--- config.mk ---
export PLATFORM = sky130hd
export DESIGN_NAME = max_priority_queue_linear_scan
export DESIGN_NICKNAME = d
export VERILOG_FILES = /design/src/mpqls_pkg.sv /design/src/mpqls_scan.sv /design/src/max_priority_queue_linear_scan.sv
export SDC_FILE = /design/constraint.sdc
export NUM_CORES = 2
export LEC_CHECK = 0
export BUFFER_PORTS_ARGS = -buffer_cell sky130_fd_sc_hd__buf_4
export CORE_MARGIN = 2
export CORE_UTILIZATION = 40
export DETAILED_ROUTE_END_ITERATION = 10
export GPL_TIMING_DRIVEN = 0
export PLACE_DENSITY = 0.55
export SLEW_MARGIN = 20
export SYNTH_ARGS = -nofsm -noshare
export SYNTH_HDL_FRONTEND = slang
export SYNTH_HIERARCHICAL = 1
export SYNTH_SLANG_ARGS = --single-unit
--- constraint.sdc ---
create_clock -name clock -period 5.1 [get_ports clock]
set_input_delay 0.765 -clock clock [delete_from_list [all_inputs] [get_ports clock]]
set_output_delay 0.765 -clock clock [all_outputs]
set_load 0.01 [all_outputs]
--- src/mpqls_pkg.sv ---
// Shared types and constants for the max-priority queue.
// No dependencies; used by every module of the block.
`default_nettype none

package mpqls_pkg;

   localparam int DEFAULT_CAPACITY = 64;
   localparam int VALUE_W          = 32;
   localparam int COUNT_OUT_W      = 7;

   localparam logic OP_PUSH = 1'b0;
   localparam logic OP_POP  = 1'b1;

   typedef enum logic [1:0] {
      STAT_OK    = 2'd0,
      STAT_FULL  = 2'd1,
      STAT_EMPTY = 2'd2
   } status_type;

   typedef enum logic [2:0] {
      S_IDLE,
      S_MOVE,
      S_SCAN,
      S_DRAIN,
      S_FINISH
   } state_type;

   typedef enum logic [1:0] {
      SC_NONE,
      SC_LOAD,
      SC_OFFER
   } scan_cmd_type;

   typedef struct packed {
      scan_cmd_type              cmd;
      logic signed [VALUE_W-1:0] value;
   } scan_ctl_type;

endpackage

`default_nettype wire

--- src/mpqls_scan.sv ---
// Shared signed comparator with the running maximum and its slot index.
// Depends on mpqls_pkg for the command struct.
`default_nettype none

module mpqls_scan #(
   parameter int AW = 6
) (
   input  wire logic                                  clock,
   input  wire mpqls_pkg::scan_ctl_type               ctl,
   input  wire logic [AW-1:0]                         index,
   output logic signed [mpqls_pkg::VALUE_W-1:0]       best_value,
   output logic [AW-1:0]                              best_index,
   output logic                                       wins
);

   logic signed [mpqls_pkg::VALUE_W-1:0] best_value_ff;
   logic signed [mpqls_pkg::VALUE_W-1:0] best_value_in;
   logic [AW-1:0]                        best_index_ff;
   logic [AW-1:0]                        best_index_in;

   // strictly greater keeps the lowest index among equal maxima
   assign wins = ctl.value > best_value_ff;

   always_comb begin
      best_value_in = best_value_ff;
      best_index_in = best_index_ff;
      unique case (ctl.cmd)
         mpqls_pkg::SC_NONE: begin
         end
         mpqls_pkg::SC_LOAD: begin
            best_value_in = ctl.value;
            best_index_in = index;
         end
         mpqls_pkg::SC_OFFER: begin
            if (wins) begin
               best_value_in = ctl.value;
               best_index_in = index;
            end
         end
         default: begin
         end
      endcase
   end

   always_ff @(posedge clock) begin
      best_value_ff <= best_value_in;
      best_index_ff <= best_index_in;
   end

   assign best_value = best_value_ff;
   assign best_index = best_index_ff;

endmodule

`default_nettype wire

--- src/max_priority_queue_linear_scan.sv ---
// Max-priority queue of signed 32-bit words in an unsorted store of CAPACITY
// entries. A push, a push onto a full store and a pop from an empty store are
// answered in the cycle after acceptance. A pop that leaves m > 0 entries
// goes through the move, scan, drain and finish states: the last entry is
// moved into the freed slot, then every remaining entry is read once through
// the single memory read port and fed to the one shared comparator to find
// the new maximum. The store needs no clearing after reset. A new word is
// taken only when the block is idle and the result register is free or being
// emptied. Depends on mpqls_pkg and mpqls_scan.
`default_nettype none

module max_priority_queue_linear_scan #(
   parameter int CAPACITY = mpqls_pkg::DEFAULT_CAPACITY
) (
   input  wire logic                                   clock,
   input  wire logic                                   reset,
   input  wire logic                                   req_valid,
   output logic                                        req_ready,
   input  wire logic                                   req_opcode,
   input  wire logic signed [mpqls_pkg::VALUE_W-1:0]   req_value,
   output logic                                        rsp_valid,
   input  wire logic                                   rsp_ready,
   output logic signed [mpqls_pkg::VALUE_W-1:0]        rsp_removed_value,
   output logic signed [mpqls_pkg::VALUE_W-1:0]        rsp_top_value,
   output logic [mpqls_pkg::COUNT_OUT_W-1:0]           rsp_entry_count,
   output logic                                        rsp_is_empty,
   output logic [1:0]                                  rsp_status
);

   localparam int AW = $clog2(CAPACITY);
   localparam int CW = $clog2(CAPACITY + 1);
   localparam int VW = mpqls_pkg::VALUE_W;

   mpqls_pkg::state_type state_ff;
   mpqls_pkg::state_type state_in;

   logic [CW-1:0] count_ff;
   logic [CW-1:0] count_in;
   logic [AW-1:0] scan_ff;
   logic [AW-1:0] scan_in;
   logic          lat_valid_ff;
   logic          lat_valid_in;
   logic [AW-1:0] lat_idx_ff;
   logic [AW-1:0] lat_idx_in;
   logic signed [VW-1:0] removed_hold_ff;
   logic signed [VW-1:0] removed_hold_in;

   logic                          rsp_valid_ff;
   logic signed [VW-1:0]          rsp_removed_ff;
   logic signed [VW-1:0]          rsp_top_ff;
   logic [mpqls_pkg::COUNT_OUT_W-1:0] rsp_count_ff;
   logic                          rsp_empty_ff;
   mpqls_pkg::status_type         rsp_status_ff;

   logic                          rsp_load;
   logic signed [VW-1:0]          resp_removed;
   logic signed [VW-1:0]          resp_top;
   logic [CW-1:0]                 resp_count;
   mpqls_pkg::status_type         resp_status;
   logic [CW+mpqls_pkg::COUNT_OUT_W-1:0] resp_count_wide;

   logic signed [VW-1:0] mem [CAPACITY];
   logic signed [VW-1:0] rd_data_ff;
   logic [AW-1:0]        rd_addr;
   logic                 wr_en;
   logic [AW-1:0]        wr_addr;
   logic signed [VW-1:0] wr_data;

   mpqls_pkg::scan_ctl_type scan_ctl;
   logic [AW-1:0]           scan_index;
   logic signed [VW-1:0]    best_value;
   logic [AW-1:0]           best_index;
   logic                    wins;

   logic          accept;
   logic          out_free;
   logic          is_full;
   logic          is_zero;
   logic [CW-1:0] count_dec;
   logic [CW-1:0] count_inc;
   logic [AW-1:0] last_idx;

   mpqls_scan #(
      .AW(AW)
   ) u_scan (
      .clock      (clock),
      .ctl        (scan_ctl),
      .index      (scan_index),
      .best_value (best_value),
      .best_index (best_index),
      .wins       (wins)
   );

   assign out_free  = !rsp_valid_ff || rsp_ready;
   assign req_ready = (state_ff == mpqls_pkg::S_IDLE) && out_free;
   assign accept    = req_valid && req_ready;
   assign is_full   = count_ff == CW'(CAPACITY);
   assign is_zero   = count_ff == '0;
   assign count_dec = count_ff - CW'(1);
   assign count_inc = count_ff + CW'(1);
   assign last_idx  = count_dec[AW-1:0];

   // next state
   always_comb begin
      state_in = state_ff;
      unique case (state_ff)
         mpqls_pkg::S_IDLE: begin
            if (accept && req_opcode == mpqls_pkg::OP_POP && !is_zero && count_dec != '0) begin
               state_in = mpqls_pkg::S_MOVE;
            end
         end
         mpqls_pkg::S_MOVE: begin
            state_in = mpqls_pkg::S_SCAN;
         end
         mpqls_pkg::S_SCAN: begin
            if (scan_ff == last_idx) begin
               state_in = mpqls_pkg::S_DRAIN;
            end
         end
         mpqls_pkg::S_DRAIN: begin
            state_in = mpqls_pkg::S_FINISH;
         end
         mpqls_pkg::S_FINISH: begin
            if (out_free) begin
               state_in = mpqls_pkg::S_IDLE;
            end
         end
         default: begin
            state_in = mpqls_pkg::S_IDLE;
         end
      endcase
   end

   // datapath control
   always_comb begin
      count_in        = count_ff;
      scan_in         = scan_ff;
      lat_valid_in    = 1'b0;
      lat_idx_in      = scan_ff;
      removed_hold_in = removed_hold_ff;
      rd_addr         = scan_ff;
      wr_en           = 1'b0;
      wr_addr         = count_ff[AW-1:0];
      wr_data         = req_value;
      scan_ctl.cmd    = mpqls_pkg::SC_NONE;
      scan_ctl.value  = rd_data_ff;
      scan_index      = lat_idx_ff;
      rsp_load        = 1'b0;
      resp_removed    = '0;
      resp_top        = '0;
      resp_count      = count_ff;
      resp_status     = mpqls_pkg::STAT_OK;

      // feed the word read last cycle to the comparator
      if (lat_valid_ff) begin
         scan_ctl.cmd = (lat_idx_ff == '0) ? mpqls_pkg::SC_LOAD : mpqls_pkg::SC_OFFER;
      end

      unique case (state_ff)
         mpqls_pkg::S_IDLE: begin
            if (accept) begin
               rsp_load = 1'b1;
               if (req_opcode == mpqls_pkg::OP_PUSH) begin
                  if (is_full) begin
                     resp_status = mpqls_pkg::STAT_FULL;
                     resp_top    = best_value;
                  end else begin
                     wr_en          = 1'b1;
                     scan_ctl.cmd   = is_zero ? mpqls_pkg::SC_LOAD : mpqls_pkg::SC_OFFER;
                     scan_ctl.value = req_value;
                     scan_index     = count_ff[AW-1:0];
                     resp_top       = (is_zero || wins) ? req_value : best_value;
                     resp_count     = count_inc;
                     count_in       = count_inc;
                  end
               end else begin
                  if (is_zero) begin
                     resp_status = mpqls_pkg::STAT_EMPTY;
                  end else begin
                     count_in        = count_dec;
                     removed_hold_in = best_value;
                     rd_addr         = last_idx;
                     resp_count      = count_dec;
                     if (count_dec == '0) begin
                        resp_removed = best_value;
                     end else begin
                        // result waits for the rescan
                        rsp_load = 1'b0;
                     end
                  end
               end
            end
         end
         mpqls_pkg::S_MOVE: begin
            // refill the freed slot with the last entry
            wr_en   = 1'b1;
            wr_addr = best_index;
            wr_data = rd_data_ff;
            scan_in = '0;
         end
         mpqls_pkg::S_SCAN: begin
            rd_addr      = scan_ff;
            scan_in      = scan_ff + AW'(1);
            lat_valid_in = 1'b1;
            lat_idx_in   = scan_ff;
         end
         mpqls_pkg::S_DRAIN: begin
         end
         mpqls_pkg::S_FINISH: begin
            if (out_free) begin
               rsp_load     = 1'b1;
               resp_removed = removed_hold_ff;
               resp_top     = best_value;
            end
         end
         default: begin
         end
      endcase
   end

   assign resp_count_wide = {{mpqls_pkg::COUNT_OUT_W{1'b0}}, resp_count};

   always_ff @(posedge clock) begin
      if (reset) begin
         state_ff     <= mpqls_pkg::S_IDLE;
         count_ff     <= '0;
         lat_valid_ff <= 1'b0;
         rsp_valid_ff <= 1'b0;
      end else begin
         state_ff     <= state_in;
         count_ff     <= count_in;
         lat_valid_ff <= lat_valid_in;
         if (rsp_load) begin
            rsp_valid_ff <= 1'b1;
         end else if (rsp_ready) begin
            rsp_valid_ff <= 1'b0;
         end
      end
   end

   always_ff @(posedge clock) begin
      scan_ff         <= scan_in;
      lat_idx_ff      <= lat_idx_in;
      removed_hold_ff <= removed_hold_in;
      if (rsp_load) begin
         rsp_removed_ff <= resp_removed;
         rsp_top_ff     <= resp_top;
         rsp_count_ff   <= resp_count_wide[mpqls_pkg::COUNT_OUT_W-1:0];
         rsp_empty_ff   <= resp_count == '0;
         rsp_status_ff  <= resp_status;
      end
   end

   always_ff @(posedge clock) begin
      if (wr_en) begin
         mem[wr_addr] <= wr_data;
      end
      rd_data_ff <= mem[rd_addr];
   end

   assign rsp_valid         = rsp_valid_ff;
   assign rsp_removed_value = rsp_removed_ff;
   assign rsp_top_value     = rsp_top_ff;
   assign rsp_entry_count   = rsp_count_ff;
   assign rsp_is_empty      = rsp_empty_ff;
   assign rsp_status        = rsp_status_ff;

endmodule

`default_nettype wire

# Word-level counts from Yosys, hierarchy flattened
# Memory sizes are Yosys's and may differ from the RTL's. A register that Yosys moved wholly into a read port is not among the register bits.
# Index checks and enable logic that the tools add are counted.
[word_totals] regBits=168 ram_bits=2048 out_inout_bits=76 n_memories=1
[memory_table] name="mem" depth=64 width=32 read_ports=1 rd_clocked_by_memory_dff=1 wr=1 line_no="max_priority_queue_linear_scan.sv:62" text="logic signed [VW-1:0] mem [CAPACITY];"
[op_classes] add_sub_neg=3 magnitude_cmp=1 eq_ne=12 muxes=61 n_bitwise=1 reduce_logical=22
[op_table] cell="$mux 32" count=12
[op_table] cell="$pmux 32 s2" count=3
[op_table] cell="$mux 34" count=4
[op_table] cell="$mux 6" count=10
[op_table] cell="$mux 7" count=5
[op_table] cell="$gt 32x32->1" count=1
[op_table] cell="$pmux 6 s2" count=2
[op_table] cell="$logic_not 7->1" count=3
[op_table] cell="$pmux 3 s5" count=1
[op_table] cell="$mux 1" count=14
[op_table] cell="$mux 2" count=5
[op_table] cell="$mux 3" count=3
[op_table] cell="$add 7x1->7 const B" count=1
[op_table] cell="$eq 7x7->1 const B" count=1
[op_table] cell="$reduce_bool 7->1" count=1
[op_table] cell="$sub 7x1->7 const B" count=1
[op_table] cell="$add 6x1->6 const B" count=1
[op_table] cell="$eq 3x2->1 const B" count=2
[op_table] cell="$eq 6x6->1" count=1
[op_table] cell="$logic_not 6->1" count=1
[op_table] cell="$ne 2x2->1 const B" count=3
[op_table] cell="$reduce_bool 2->1" count=3
[op_table] cell="$logic_and 1x1->1" count=5
[op_table] cell="$pmux 1 s2" count=2
[op_table] cell="12 further kinds" count=15

# Logic depth before layout (Yosys ltp)
[logic_depth] word_depth=14 mapped_depth=22 mapped_depth_nobuf=18

# Hierarchy
# The synthesis kept the hierarchy.
[modules_own_cells] module="max_priority_queue_linear_scan" instances=1 cells_per_inst=6030 area_per_inst_um2=86141.4
[modules_own_cells] module="mpqls_scan" instances=1 cells_per_inst=158 area_per_inst_um2=1990.7

# Worst setup path after synthesis
# OpenSTA, ideal clock, no wires.
[synth_path] kind="register to register" from="reg count_ff[0]" to="reg u_scan.best_index_ff[0] (netlist: u_scan/best_index[0]), enable pin" setup_ns=0.402 arrival_time_ns=5.008 t_required_ns=4.698 setup_slack_ns=-0.310 path_stages_with_launch=18 n_path_buf=3 synth_period_minus_slack_ns=5.410 path_cell_list="dfxtp_1 > clkbuf_1 > inv_1 > ha_1 > or4b_4 > nor2_1 > nand2_1 > nand2_1 > clkbuf_1 > buf_1 > mux2_2 > ha_1 > a21oi_1 > o21ai_0 > a221o_1 > a211o_1 > or4b_1 > nand3_1"
[synth_rtl] element="start: declaration" line_no="max_priority_queue_linear_scan.sv:37" text="logic [CW-1:0] count_ff;"
[synth_rtl] element="start signal: assignment" line_no="max_priority_queue_linear_scan.sv:231" text="count_ff <= count_in;"
[synth_rtl] element="end signal: assignment" line_no="mpqls_scan.sv:47" text="best_index_ff <= best_index_in;"
[synth_rtl] element="end: declaration" line_no="mpqls_scan.sv:18" text="logic [AW-1:0] best_index_ff;"

# Worst setup path in the final report
[layout_path] from="reg count_ff[1]" to="reg rd_data_ff[23], read port of mem"
[layout_between] elab_chain_len=5 word_cells_on_any_way=6 cone_classes="add/sub: 1; mux: 4; reduce/logical: 1"
[layout_lines] element="$sub 7x1->7 / $logic_not 7->1 (equally long branches)" line_no="max_priority_queue_linear_scan.sv:99, max_priority_queue_linear_scan.sv:98"
[layout_lines] element="$mux 6 *" line_no="max_priority_queue_linear_scan.sv:177" text="if (is_zero) begin"
[layout_lines] element="$mux 6 *" line_no="max_priority_queue_linear_scan.sv:163" text="if (req_opcode == mpqls_pkg::OP_PUSH) begin"
[layout_lines] element="$mux 6 *" line_no="max_priority_queue_linear_scan.sv:161" text="if (accept) begin"
[layout_lines] element="$mux 6 *" line_no="max_priority_queue_linear_scan.sv:159" text="unique case (state_ff)"
[layout_lines] element="end: declaration" line_no="max_priority_queue_linear_scan.sv:63" text="logic signed [VW-1:0] rd_data_ff;"
# Mark *: on every way between the ends. The rest lies on a longest branch, timed or not.
# A chain may end at the register's enable or synchronous reset.

==> summary.md <==
| Metric | Value |
|---|---|
| Net switching power | between 15 and 20 mW |
| Fin nets | 6722 |
| Clock skew | ~56 ps |
| Sw Ratio | 35.0% |
| Worst Path Arrival | 6040 ps |
| Post-Route WL | between 200 and 300 mm |
| Root buf cell | clkbuf_16 |
| Met3 usage | 5.95% |
| Top delay family on crit path | buffers and inverters |
| Max VDD drop | between 300 and 400 uV |
| Post-synthesis async set-or-reset flop share | 0% |
| GR Util All Layers | roughly 25% |
| CTS clk-pin slew, worst paths | 60 ps |
| Final core utilization | roughly 47% |
| Lkg Pwr | 34.4 nW |
| Top_reg_cell synth | edfxtp_1 |
| Failing checks | setup timing |
| Run status | finished, violations left |
| P&R area growth vs syn | 17.8% |
| Post-DRT Antenna Nets | 0 |
| Clk network pwr share | between 30% and 40% |
| Number of global-route vias before repair | around 53k |
| TritonCTS clock tree | yes |
| Cell breakdown of the critical path | inv_2, ha_2, or4b_4, o21a_4, nand3_2, and2_1, buf_6, clkbuf_2, clkbuf_1, nand2_1, a31oi_1, nand4_1, a32oi_2, or3_1 |
| Mapped Area | about 88000 um^2 |
| CP required | 5910 ps |
| Antenna violations before repair | 32 |
| DP Wirelength | around 200 mm |
| First-pass GRT wire length | between 400 and 500 mm |
| Max frequency | 191 MHz |
| PwrDens | between 500 and 600 nW/um^2 |
| Placer Congestion | between 0.9 and 1 |
| RSZ-0062 raised after global routing | true |
| Syn Nets | 6261 |
| FF+latch count, synth | roughly 2.2k |
| DP Worst Slack | -1360 ps |
| Crit-path max cell delay | 1000 ps |
| Drt wl/cell | roughly 30 um |
| GRT met2 Usage | 38.0% |
| DRC violations left | 0 |
| Slew headroom | 12.9% |
| Crit path max-delay cell type | clkbuf_1 |
| Syn_area_per_cell | between 10 and 15 um^2 |
| GR peak layer | met2 |
| Register share of total power | a little over two fifths |
| Clock Latency Late Sink | ~900 ps |
| Comb power frac | between 20% and 30% |
| Fin Hold WS | between 100 and 150 ps |
| Row cnt | roughly 170 |
| Worst slew pin tran | 1310 ps |
| H-tree levels | 4 |
| Synth area leader | edfxtp_1 |
| Grt met1 use | 35.0% |
| Area contributors post-synth | edfxtp_1 75%, nand2_1 7.3%, mux4_2 2.3% |
| DRT Pass-1 Iters | 8 |
| Total die area | 224000 um^2 |
| Post-synthesis sequential area ratio | 76.0% |
| Fin. Hold Viols | 0 |
| Synth Instances | 6188 |
| Post-synth EDFFs | about 2.2k |
| Element type at the critical path start | flip-flop |
| Library cells used by synthesis | 71 |
| Die W | 473 um |
| Slew Viols, Final | 0 |
| Max Cap Violations | 0 |
| Critical path capture point type | flip-flop |
| Critical Path Fanout Max | 17 |
| Min Tclk post-route | roughly 5200 ps |
| Crit Path Class | flip-flop to flip-flop |
| Via density | a little under 6 |
| Initial Util | around 40% |
| Final worst-path cycle share | 103% |
| Overall Power | roughly 53 mW |
| DIE HEIGHT | 473 um |
| Internal Power | 34.6 mW |
| Min-Delay Path Class | input pin to flip-flop |
| IO Port Bufs | 112 |
| Clock sinks | between 2k and 2.5k |
| Max clock buf depth | 3 |
| WP buf/inv | 4 |
| Largest net degree at the start of global routing | 65 |
| Ports | around 110 |
| Num CTS Buffers | 222 |
| GRT overflow | 0 |
| Via Count | roughly 56k |
| Initial DRC Count | around 7.5k |
| Yosys top cell area share | 74.9% |
| Ys Warns | 6 |
| # setup viols final | 9 |
| Core ar. | roughly 220000 um^2 |
| Share of cells above drive strength 1 | around 15% |
| Worst setup margin | -131 ps |
[flip-flops by register name, summed over array words and instances, names as in the netlist, 2 cells and up]
signal             count
rsp_removed_value     32
rsp_status             2
mem                 2048
u_scan/best_index      6
lat_idx_in             6
removed_hold_ff       32
rsp_top_value         32
rd_data_ff            32
lat_idx_ff             6
rsp_entry_count        7
u_scan/best_value     32
state_ff               3
count_ff               7
[cell usage after synthesis, drive strengths merged, types with 66 or more instances]
master	number
a31oi	194
edfxtp	2198
mux2i	72
nor2	110
nand4	74
a32oi	95
mux4	91
a21oi	348
o21ai	132
clkbuf	193
nand2	1705
nand3	376
a22o	66
buf	183
[layout make-up]
cell class,instances,area (um^2)
flip-flops and latches,2248,67000
plain buffers,373,1770
well taps,2871,3590
diodes,22,55.1
inverters,46,178
clock buffers,280,5880
repair buffers,240,3750
fillers,18900,116000
multi-input cells,3518,20500
clock inverters,129,1080
[per-stage QoR]
stage / TNS, ps / instances / cell area [um^2]
after CTS: 0 / 9705 / 104000
after floorplan: 0 / 6188 / 88100
after detailed placement: -115830 / 9295 / 96200
final: -551 / 9727 / 104000
after global routing: -151 / 9716 / 104000
after global placement: -3196930 / 9171 / 92600
[layer usage]
metal  vias to the layer above  wire length [um]  part of all wire [%]
met3                       516             29200                    10
met4                        14             14400                   5.0
met5                         -                98                 0.034
li1                      24200                 -                     -
met1                     28600            117000                    40
met2                      2911            128000                    44
[placed cells by master, fill, tap and decap left out, types with 31 or more instances in the layout]
master	n
edfxtp_1	2198
nand2_1	1669
nand3_1	372
a21oi_1	347
clkbuf_16	226
clkbuf_1	224
a31oi_1	180
buf_4	131
buf_2	124
o21ai_0	119
mux4_2	91
nand4_1	74
mux2i_1	72
nor2_4	68
a32oi_1	68
a22o_1	66
buf_12	65
buf_16	56
clkinv_1	55
dfxtp_1	49
inv_1	43
nor2_1	40
clkinv_2	38
mux2_2	34
ha_1	34
nand2_4	31
[final timing paths]
path	start	endpoint	slack, ps	cells past startpoint
max	count_ff[1]	rd_data_ff[23]	-130	14
min	reset	count_ff[2]	110	2
max reg2reg	count_ff[1]	rd_data_ff[23]	-130	14
min reg2reg	lat_idx_in[5]	lat_idx_ff[5]	500	0
[power groups by stage]
stage / Clock, mW / Combinational, mW / Sequential (mW)
after global routing: 16.8 / 15.7 / 22.2
after floorplan: 0 / 7.07 / 22.5
after CTS: 16.1 / 14.7 / 22.1
after detailed placement: 0 / 14.4 / 22.5
after global placement: 0 / 13.8 / 22.7
final: 16.0 / 15.1 / 22.1
[cells by family after synthesis]
logic type	synth area share, %
compound gates	6.50
mux	3.58
simple gates	11.1
flops	76.0
fa+ha+maj	0.511
buf+inv	2.15
xor+xnor	0.179
[repair_timing]
item,in CTS,in global routing
endpoints found under the setup margin,102,127
cloned,0,0
hold buffers,0,0
pin swaps,0,3
buffers inserted,3,1
hold endpoints to repair,0,0
resized for setup,84,54
No activity file was read; power rests on OpenSTA's default activity.
